[src/rtl/lsm_pkg.sv]
`default_nettype none
package lsm_pkg;

    localparam int NEEDLE_MAX = 128;
    // wide enough to hold the needle length up to NEEDLE_MAX itself
    localparam int LEN_W = $clog2(NEEDLE_MAX + 1);

    localparam logic [7:0] CHAR_LF    = 8'h0A;
    localparam logic [7:0] CHAR_CR    = 8'h0D;
    localparam logic [7:0] CHAR_NUL   = 8'h00;
    localparam logic [7:0] CHAR_LOW_A = 8'h61;
    localparam logic [7:0] CHAR_LOW_Z = 8'h7A;
    localparam logic [7:0] CHAR_UP_A  = 8'h41;

    localparam logic [31:0] LINE_MAX = 32'hFFFF_FFFF;

    typedef enum logic [1:0] {
        OP_LOAD = 2'd0,
        OP_TEXT = 2'd1,
        OP_EOF  = 2'd2
    } opcode_t;

    typedef enum logic {
        REG_CASE_FOLD     = 1'b0,
        REG_NEEDLE_LENGTH = 1'b1
    } cfg_reg_t;

    // per-cell controls decoded at the top level
    typedef struct packed {
        logic load;
        logic active;
        logic tail;
    } lsm_cell_ctl_t;

    // broadcast to every cell
    typedef struct packed {
        logic       shift;
        logic       clear;
        logic       fold;
        logic [7:0] text;
        logic [7:0] load_byte;
    } lsm_bus_t;

    function automatic logic [7:0] fold_byte(input logic [7:0] b, input logic fold);
        if (fold && b >= CHAR_LOW_A && b <= CHAR_LOW_Z) begin
            return b - CHAR_LOW_A + CHAR_UP_A;
        end
        return b;
    endfunction

endpackage
`default_nettype wire

[src/rtl/lsm_cell.sv]
`default_nettype none
module lsm_cell (
    input  wire logic                  aclk,
    input  wire logic                  aresetn,
    input  wire lsm_pkg::lsm_cell_ctl_t ctl,
    input  wire lsm_pkg::lsm_bus_t      bus,
    input  wire logic                  prev_match,
    output logic                       match_out,
    output logic                       hit_out
);

    logic [7:0] needle_reg;
    logic       match_reg;
    logic       match_next;
    logic       cmp_bit;

    // text byte on the bus is already folded
    assign cmp_bit = prev_match &&
                     (lsm_pkg::fold_byte(needle_reg, bus.fold) == bus.text);

    always_comb begin
        match_next = match_reg;
        if (bus.clear) begin
            match_next = 1'b0;
        end else if (bus.shift && ctl.active) begin
            match_next = cmp_bit;
        end
    end

    always_ff @(posedge aclk) begin
        if (!aresetn) begin
            match_reg <= 1'b0;
        end else begin
            match_reg <= match_next;
        end
    end

    always_ff @(posedge aclk) begin
        if (ctl.load) begin
            needle_reg <= bus.load_byte;
        end
    end

    assign match_out = match_reg;
    // last cell of the needle reports a full match ending at this byte
    assign hit_out   = ctl.tail && cmp_bit;

endmodule
`default_nettype wire

[src/rtl/line_substring_matcher_unit.sv]
// line substring matcher
// input channel (s_*): one request per cycle. opcode load writes a needle
// byte at s_needle_index, opcode text feeds one file byte, opcode end of
// file closes the file. lines end at LF, at a zero text byte and at end of
// file; a CR just before the line end is not part of the line.
// result channel (m_*): one request per ended line with its 1-based number
// (saturating), the hit flag, the file end flag and, on file end, whether
// any line of the file matched.
// config channel (cfg_*): index 0 case fold, index 1 needle length; always
// ready; the user must write it only while the block is idle, which the block itself does not enforce.
// a result shows on m_valid in the cycle after the ending request.
// throughput: one request per cycle; a row of one cell per needle byte
// compares every needle position against each text byte in that cycle.
// when the receiver stalls, the result holds in the output register and
// s_ready drops until it is taken; requests that end no line still need
// s_ready.
// reset clears line state, counters and both config registers; needle bytes
// are undefined until loaded. no clearing pass is needed.
`default_nettype none
module line_substring_matcher_unit (
    input  wire logic        aclk,
    input  wire logic        aresetn,
    input  wire logic        s_valid,
    output logic             s_ready,
    input  wire logic [1:0]  s_opcode,
    input  wire logic [6:0]  s_needle_index,
    input  wire logic [7:0]  s_byte_value,
    output logic             m_valid,
    input  wire logic        m_ready,
    output logic [31:0]      m_line_number,
    output logic             m_line_hit,
    output logic             m_file_end,
    output logic             m_any_match,
    input  wire logic        cfg_valid,
    output logic             cfg_ready,
    input  wire logic [0:0]  cfg_index,
    input  wire logic [7:0]  cfg_data
);

    localparam int N = lsm_pkg::NEEDLE_MAX;

    logic                      case_fold_reg;
    logic [7:0]                needle_length_reg;
    logic [lsm_pkg::LEN_W-1:0] len_used;

    logic        line_found_reg, line_found_next;
    logic        cr_pending_reg, cr_pending_next;
    logic        last_cr_reg, last_cr_next;
    logic [31:0] line_cnt_reg, line_cnt_next;
    logic        matched_any_reg, matched_any_next;

    logic        out_valid_reg, out_valid_next;
    logic [31:0] out_line_reg;
    logic        out_hit_reg, out_end_reg, out_any_reg;

    logic accept, load_en, shift_en, end_last, end_mid, end_any;
    logic len_zero, byte_hit, line_hit_now;
    logic [31:0] cnt_inc;

    lsm_pkg::lsm_bus_t      bus;
    lsm_pkg::lsm_cell_ctl_t ctl [N];
    logic [N-1:0]           match_vec;
    logic [N-1:0]           hit_vec;

    assign s_ready   = !out_valid_reg || m_ready;
    assign cfg_ready = 1'b1;
    assign accept    = s_valid && s_ready;

    always_comb begin
        load_en  = 1'b0;
        shift_en = 1'b0;
        end_last = 1'b0;
        end_mid  = 1'b0;
        case (s_opcode)
            lsm_pkg::OP_LOAD: begin
                load_en = accept;
            end
            lsm_pkg::OP_TEXT: begin
                if (s_byte_value == lsm_pkg::CHAR_NUL) begin
                    end_last = accept;
                end else if (s_byte_value == lsm_pkg::CHAR_LF) begin
                    end_mid = accept;
                end else begin
                    shift_en = accept;
                end
            end
            lsm_pkg::OP_EOF: begin
                end_last = accept;
            end
            default: begin
            end
        endcase
    end
    assign end_any = end_last || end_mid;

    assign len_used = (32'(needle_length_reg) > N) ? lsm_pkg::LEN_W'(N)
                                                   : lsm_pkg::LEN_W'(needle_length_reg);
    assign len_zero = (len_used == '0);

    assign bus.shift     = shift_en;
    assign bus.clear     = end_any;
    assign bus.fold      = case_fold_reg;
    assign bus.text      = lsm_pkg::fold_byte(s_byte_value, case_fold_reg);
    assign bus.load_byte = s_byte_value;

    for (genvar k = 0; k < N; k++) begin : g_cell
        logic prev;
        if (k == 0) begin : g_head
            assign prev = 1'b1;
        end else begin : g_link
            assign prev = match_vec[k-1];
        end
        assign ctl[k].load   = load_en && (32'(s_needle_index) == k);
        assign ctl[k].active = (32'(len_used) > k);
        assign ctl[k].tail   = (32'(len_used) == k + 1);

        lsm_cell u_cell (
            .aclk       (aclk),
            .aresetn    (aresetn),
            .ctl        (ctl[k]),
            .bus        (bus),
            .prev_match (prev),
            .match_out  (match_vec[k]),
            .hit_out    (hit_vec[k])
        );
    end

    assign byte_hit     = len_zero || (|hit_vec);
    assign line_hit_now = line_found_reg || len_zero;
    assign cnt_inc      = (line_cnt_reg == lsm_pkg::LINE_MAX) ? line_cnt_reg
                                                              : line_cnt_reg + 32'd1;

    always_comb begin
        line_found_next  = line_found_reg;
        cr_pending_next  = cr_pending_reg;
        last_cr_next     = last_cr_reg;
        line_cnt_next    = line_cnt_reg;
        matched_any_next = matched_any_reg;
        if (end_any) begin
            line_found_next = 1'b0;
            cr_pending_next = 1'b0;
            last_cr_next    = 1'b0;
            if (end_last) begin
                line_cnt_next    = '0;
                matched_any_next = 1'b0;
            end else begin
                line_cnt_next    = cnt_inc;
                matched_any_next = matched_any_reg || line_hit_now;
            end
        end else if (shift_en) begin
            // a match ending on a CR counts once an ordinary byte follows
            if (last_cr_reg && cr_pending_reg) begin
                line_found_next = 1'b1;
            end
            if (s_byte_value == lsm_pkg::CHAR_CR) begin
                cr_pending_next = byte_hit;
                last_cr_next    = 1'b1;
            end else begin
                if (byte_hit) begin
                    line_found_next = 1'b1;
                end
                cr_pending_next = 1'b0;
                last_cr_next    = 1'b0;
            end
        end
    end

    always_comb begin
        out_valid_next = out_valid_reg;
        if (end_any) begin
            out_valid_next = 1'b1;
        end else if (m_ready) begin
            out_valid_next = 1'b0;
        end
    end

    always_ff @(posedge aclk) begin
        if (!aresetn) begin
            line_found_reg    <= 1'b0;
            cr_pending_reg    <= 1'b0;
            last_cr_reg       <= 1'b0;
            line_cnt_reg      <= '0;
            matched_any_reg   <= 1'b0;
            out_valid_reg     <= 1'b0;
            case_fold_reg     <= 1'b0;
            needle_length_reg <= '0;
        end else begin
            line_found_reg  <= line_found_next;
            cr_pending_reg  <= cr_pending_next;
            last_cr_reg     <= last_cr_next;
            line_cnt_reg    <= line_cnt_next;
            matched_any_reg <= matched_any_next;
            out_valid_reg   <= out_valid_next;
            if (cfg_valid && cfg_ready) begin
                case (cfg_index)
                    lsm_pkg::REG_CASE_FOLD:     case_fold_reg     <= cfg_data[0];
                    lsm_pkg::REG_NEEDLE_LENGTH: needle_length_reg <= cfg_data;
                    default: begin
                    end
                endcase
            end
        end
    end

    always_ff @(posedge aclk) begin
        if (end_any) begin
            out_line_reg <= cnt_inc;
            out_hit_reg  <= line_hit_now;
            out_end_reg  <= end_last;
            out_any_reg  <= end_last && (matched_any_reg || line_hit_now);
        end
    end

    assign m_valid       = out_valid_reg;
    assign m_line_number = out_line_reg;
    assign m_line_hit    = out_hit_reg;
    assign m_file_end    = out_end_reg;
    assign m_any_match   = out_any_reg;

endmodule
`default_nettype wire

[config.mk]
export PLATFORM = sky130hd
export DESIGN_NAME = line_substring_matcher_unit
export DESIGN_NICKNAME = d
export VERILOG_FILES = /design/src/rtl/lsm_pkg.sv /design/src/rtl/lsm_cell.sv /design/src/rtl/line_substring_matcher_unit.sv
export SDC_FILE = /design/constraint.sdc
export NUM_CORES = 2
export LEC_CHECK = 0
export BUFFER_PORTS_ARGS = -buffer_cell sky130_fd_sc_hd__buf_2
export CAP_MARGIN = 5
export CELL_PAD_IN_SITES_DETAIL_PLACEMENT = 1
export CELL_PAD_IN_SITES_GLOBAL_PLACEMENT = 1
export CORE_MARGIN = 2
export CORE_UTILIZATION = 53
export CTS_BUF_LIST = sky130_fd_sc_hd__clkbuf_4 sky130_fd_sc_hd__clkbuf_8 sky130_fd_sc_hd__clkbuf_16
export DETAILED_ROUTE_END_ITERATION = 6
export PLACE_DENSITY = 0.83
export SLEW_MARGIN = 20
export SYNTH_ARGS = -nofsm -noshare
export SYNTH_HDL_FRONTEND = slang
export SYNTH_HIERARCHICAL = 1
export SYNTH_SLANG_ARGS = --single-unit
[constraint.sdc]
create_clock -name aclk -period 30.2 [get_ports aclk]
set_clock_uncertainty 0.2 [all_clocks]
set_input_delay 3.02 -clock aclk [delete_from_list [all_inputs] [get_ports aclk]]
set_output_delay 3.02 -clock aclk [all_outputs]
set_load 0.01 [all_outputs]
# Word level (Yosys, flattened, before mapping)
# Cells that the tools add are included.
[op_classes] add_sub_neg=259 magnitude_cmp=386 eq_ne=388 mux=407 bitwise_logic=2 reduce_logical=786
[ops] operator="two-way mux 8 bit" n=259
[ops] operator="adder 8 x 7 -> 8 bit (second input constant)" n=129
[ops] operator="greater-or-equal comparator 8 x 7 -> 1 bit (second input constant)" n=129
[ops] operator="<= comparator 8 x 7 -> 1 bit (second input constant)" n=129
[ops] operator="subtractor 8 x 7 -> 8 bit (second input constant)" n=129
[ops] operator="equality test 8 bit" n=128
[ops] operator="logical AND 1 bit" n=771
[ops] operator="equality test 8 x 7 -> 1 bit (second input constant)" n=64
[ops] operator="> comparator 8 x 7 -> 1 bit (second input constant)" n=63
[ops] operator="equality test 7 bit (second input constant)" n=64
[ops] operator="equality test 8 x 6 -> 1 bit (second input constant)" n=32
[ops] operator="> comparator 8 x 6 -> 1 bit (second input constant)" n=32
[ops] operator="equality test 7 x 6 -> 1 bit (second input constant)" n=32
[ops] operator="two-way mux 1 bit" n=145
[ops] operator="equality test 8 x 5 -> 1 bit (second input constant)" n=16
[ops] operator="> comparator 8 x 5 -> 1 bit (second input constant)" n=16
[ops] operator="OR reduction 128 bit" n=1
[ops] operator="equality test 7 x 5 -> 1 bit (second input constant)" n=16
[ops] operator="equality test 8 x 4 -> 1 bit (second input constant)" n=10
[ops] operator="> comparator 8 x 4 -> 1 bit (second input constant)" n=8
[ops] operator="two-way mux 32 bit" n=2
[ops] operator="equality test 7 x 4 -> 1 bit (second input constant)" n=8
[ops] operator="adder 32 x 1 -> 32 bit (second input constant)" n=1
[ops] operator="equality test 32 bit (second input constant)" n=1
[ops] operator="other kinds (23)" n=43
[word_totals] regBits=1232 in_bits=31 out_inout_bits=38 elab_cells=2495

# Logic depth before layout (Yosys ltp)
[logic_depth] ltp_word=12 ltp_mapped=15 mapped_depth_nobuf=15

# Modules after synthesis
# Netlist, hierarchy kept.
[modules_own_cells] mod="lsm_cell" instances=128 cells_each=45 area_each_um2=535.5 seq_area_each_um2=260.2
[modules_own_cells] mod="line_substring_matcher_unit" instances=1 cells_each=1034 area_each_um2=6859.1 seq_area_each_um2=1971.9

# Worst setup path after synthesis
# No wires, ideal clock.
[synth_timing] path_type="input port to flip-flop" startpoint="in s_byte_value[0]" endpoint="reg line_found_reg" setup_ns=0.136 t_arrival_ns=25.480 required_ns=29.864 slack_ns=4.384 path_stages=15 path_buffers=0 cell_sequence="a21oi_1 > o22ai_1 > nor4_1 > mux2i_1 > a21boi_0 > nand2_1 > o31ai_1 > mux2i_1 > nor4b_2 > nor4_1 > nand4_1 > nor4_1 > nand4_1 > nand3b_1 > a21oi_1"
[synth_lines] item="from (decl)" line_no="line_substring_matcher_unit.sv:27" text="input wire logic [7:0] s_byte_value,"
[synth_lines] item="to (signal assigned)" line_no="line_substring_matcher_unit.sv:188" text="line_found_reg <= line_found_next;"
[synth_lines] item="to (decl)" line_no="line_substring_matcher_unit.sv:46" text="logic line_found_reg, line_found_next;"

==> impl_metrics.env <==
export IMPL_hpwl_um=167000
export IMPL_setup_ws_ns=19.68
export IMPL_maxCapViolCount=0
export IMPL_power_density_nw_per_um2=46.7
export IMPL_row_count=138
export IMPL_grt_pass1_vias=62600
export IMPL_cp_slowest_stage_delay_ns=1.16
export IMPL_final_nets=7191
export IMPL_worst_slew_pin_slew_ns=1.35
export IMPL_coreArea_um2=141000
export IMPL_max_slew_margin_pct=9.31
export IMPL_tns_ns=0
export IMPL_power_switching_mw=0.959
export IMPL_setup_violations=0
export IMPL_endpoint_kind="flip-flop"
export IMPL_cp_slowest_cell="nor4_1"
export IMPL_combPwrFrac_pct=8.2
export IMPL_die_y_um=381
export IMPL_status="complete, no violations"
export IMPL_drt_pass1_iter_count=6
export IMPL_hold_viol_final=0
export IMPL_ir_drop_mv=0.0610
export IMPL_critPathLaunchType="input pin"
export IMPL_wl_per_cell_um=28.6
export IMPL_cts_made_buffers=139
export IMPL_grt_usage_pct=34.9
export IMPL_avgSynthCellArea_um2=11.1
export IMPL_reg2reg_slack_ns=22.23
export IMPL_cpLargestDelayFamily="simple AND/OR/NAND/NOR gates"
export IMPL_post_route_util_pct=59.0
export IMPL_cts_root_buffer="clkbuf_16"
export IMPL_area_delta_synth_final_pct=10.7
export IMPL_seqPwrFrac_pct=47.6
export IMPL_routabilityCongestion=0.898
export IMPL_fmax_ghz=0.0950
export IMPL_crit_buf_inv=4
export IMPL_io_buffers=67
export IMPL_largest_reg_flops=1024
export IMPL_cts_tree="done"
export IMPL_hold_class="reg -> reg"
export IMPL_place_area_um2=78800
export IMPL_totalPowerFinal_mw=3.89
export IMPL_placedCellCount=8776
export IMPL_die_area_um2=145000
export IMPL_dr_first_iter_drc_count=5357
export IMPL_clock_latency_ns=0.80
export IMPL_cts_clk_slew_worst_paths_ns=0.06
export IMPL_hold_buffers=0
export IMPL_post_cts_setup_buffer_count=0
export IMPL_via_per_inst=6.57
export IMPL_ios=69
export IMPL_cts_max_level=4
export IMPL_wl_um=259000
export IMPL_fin_area_um2=83400
export IMPL_clkPwrFrac_pct=44.2
export IMPL_vias=59400
export IMPL_power_share_switching_pct=24.6
export IMPL_syn_area_um2=75300
export IMPL_finalCritPeriodShare_pct=34.8
export IMPL_grt_first_pass_wirelength_um=388000
export IMPL_fin_cells=9044
export IMPL_yosysWarnings=6
export IMPL_finalMaxSlewViolations=0
export IMPL_clockBufferDepth=3
export IMPL_fin_hold_ws_ns=0.304
export IMPL_path_cells="buf_8, buf_4, or4_1, o22ai_1, nor4_2, mux2i_4, buf_4, buf_12, a21boi_0, nand2_1, o31ai_1, mux2i_1, nor4b_2, nor4_1, nand4_1, nor4_1, nand4_1, nand3b_1, a21oi_1"
export IMPL_start_util_pct=53.3
export IMPL_rsz0062_at_grt="false"
export IMPL_critPathKind="in -> reg"
export IMPL_period_minus_slack_ns=10.52
export IMPL_cts_sinks=1232
export IMPL_power_static_leakage_nw=29.1
export IMPL_die_width_um=381
export IMPL_dp_slack_ns=19.02
export IMPL_fillers=14600
export IMPL_drcViolationCount=0
export IMPL_p_int_mw=2.93
export IMPL_grt_max_degree=157
export IMPL_grt_ovfl_total=0
export IMPL_worstPathArrival_ns=11.01
export IMPL_ant_nets=0
export IMPL_critPathMaxFanout=156
export IMPL_final_layout_size_suffix_gt1_share_pct=13.5
export IMPL_ctsResizeCount=0
export IMPL_antenna_found_initial=24
export IMPL_synth_cells=6787
export IMPL_cp_required_ns=30.69
-- power groups by stage --
stage                     clock network (mW)  logic, mW  registers [mW]
after CTS                               1.73      0.310            1.85
final                                   1.72      0.320            1.85
after global routing                    1.80      0.333            1.85
after global placement                     0      0.293            1.89
after floorplan                            0      0.170            1.89
after detailed placement                   0      0.306            1.89
-- layout make-up --
type                            count  area, µm²  area share, %
Inverter                          401       1510           1.81
Timing Repair Buffer              165       1270           1.53
Clock inverter                     68        556          0.666
Multi-Input combinational cell   5088      38400           46.0
Antenna cell                       10       25.0         0.0300
Tap cell                         1890       2360           2.83
Clock buffer                      190       4040           4.84
Sequential cell                  1232      35300           42.3
-- cell usage in the layout, fill, tap and decap left out, drive strengths merged, types with 26 or more instances in the layout --
master and instances:
nand2 760, nor4 169, nor4b 129, ha 133
edfxtp 1059, clkbuf 190, buf 165, or4 133
nor2b 48, nand4 26, o221ai 128, a21oi 291
o31ai 258, mux2i 131, a21boi 137, xor2 799
nor2 582, o21ai 147, dfxtp 173, xnor2 152
o21ba 128, clkinv 44, o211ai 130, and3b 129
nand3 61, and3 139, nor3b 131, nand4b 255
inv 409
-- worst min-delay path, delay by kind of cell (launching register included) --
kind | cells | cell delay, ns
DFF | 1 | 0.30
AOI/OAI and AO/OA | 1 | 0.06
and+or+nand+nor | 1 | 0.09
-- final timing paths --
path / from / endpoint / cells past startpoint
worst min-delay path: g_cell[60].u_cell/match_out / g_cell[60].u_cell/match_out / 2
worst max-delay path: s_byte_value[2] / line_found_reg / 19
worst min register to register: g_cell[60].u_cell/match_out / g_cell[60].u_cell/match_out / 2
worst max register to register: case_fold_reg / line_found_reg / 16
-- routing by layer --
| layer | up-vias | share of wire, % | global-route usage, % |
|---|---|---|---|
| met3 | 763 | 9.0 | 7.21 |
| met2 | 2682 | 46 | 56.4 |
| met1 | 30100 | 39 | 44.4 |
| met5 | - | 0.025 | 0 |
| met4 | 10 | 5.4 | 18.1 |
| li1 | 25800 | - | - |
Note: power is estimated with default switching activity, not from simulation.
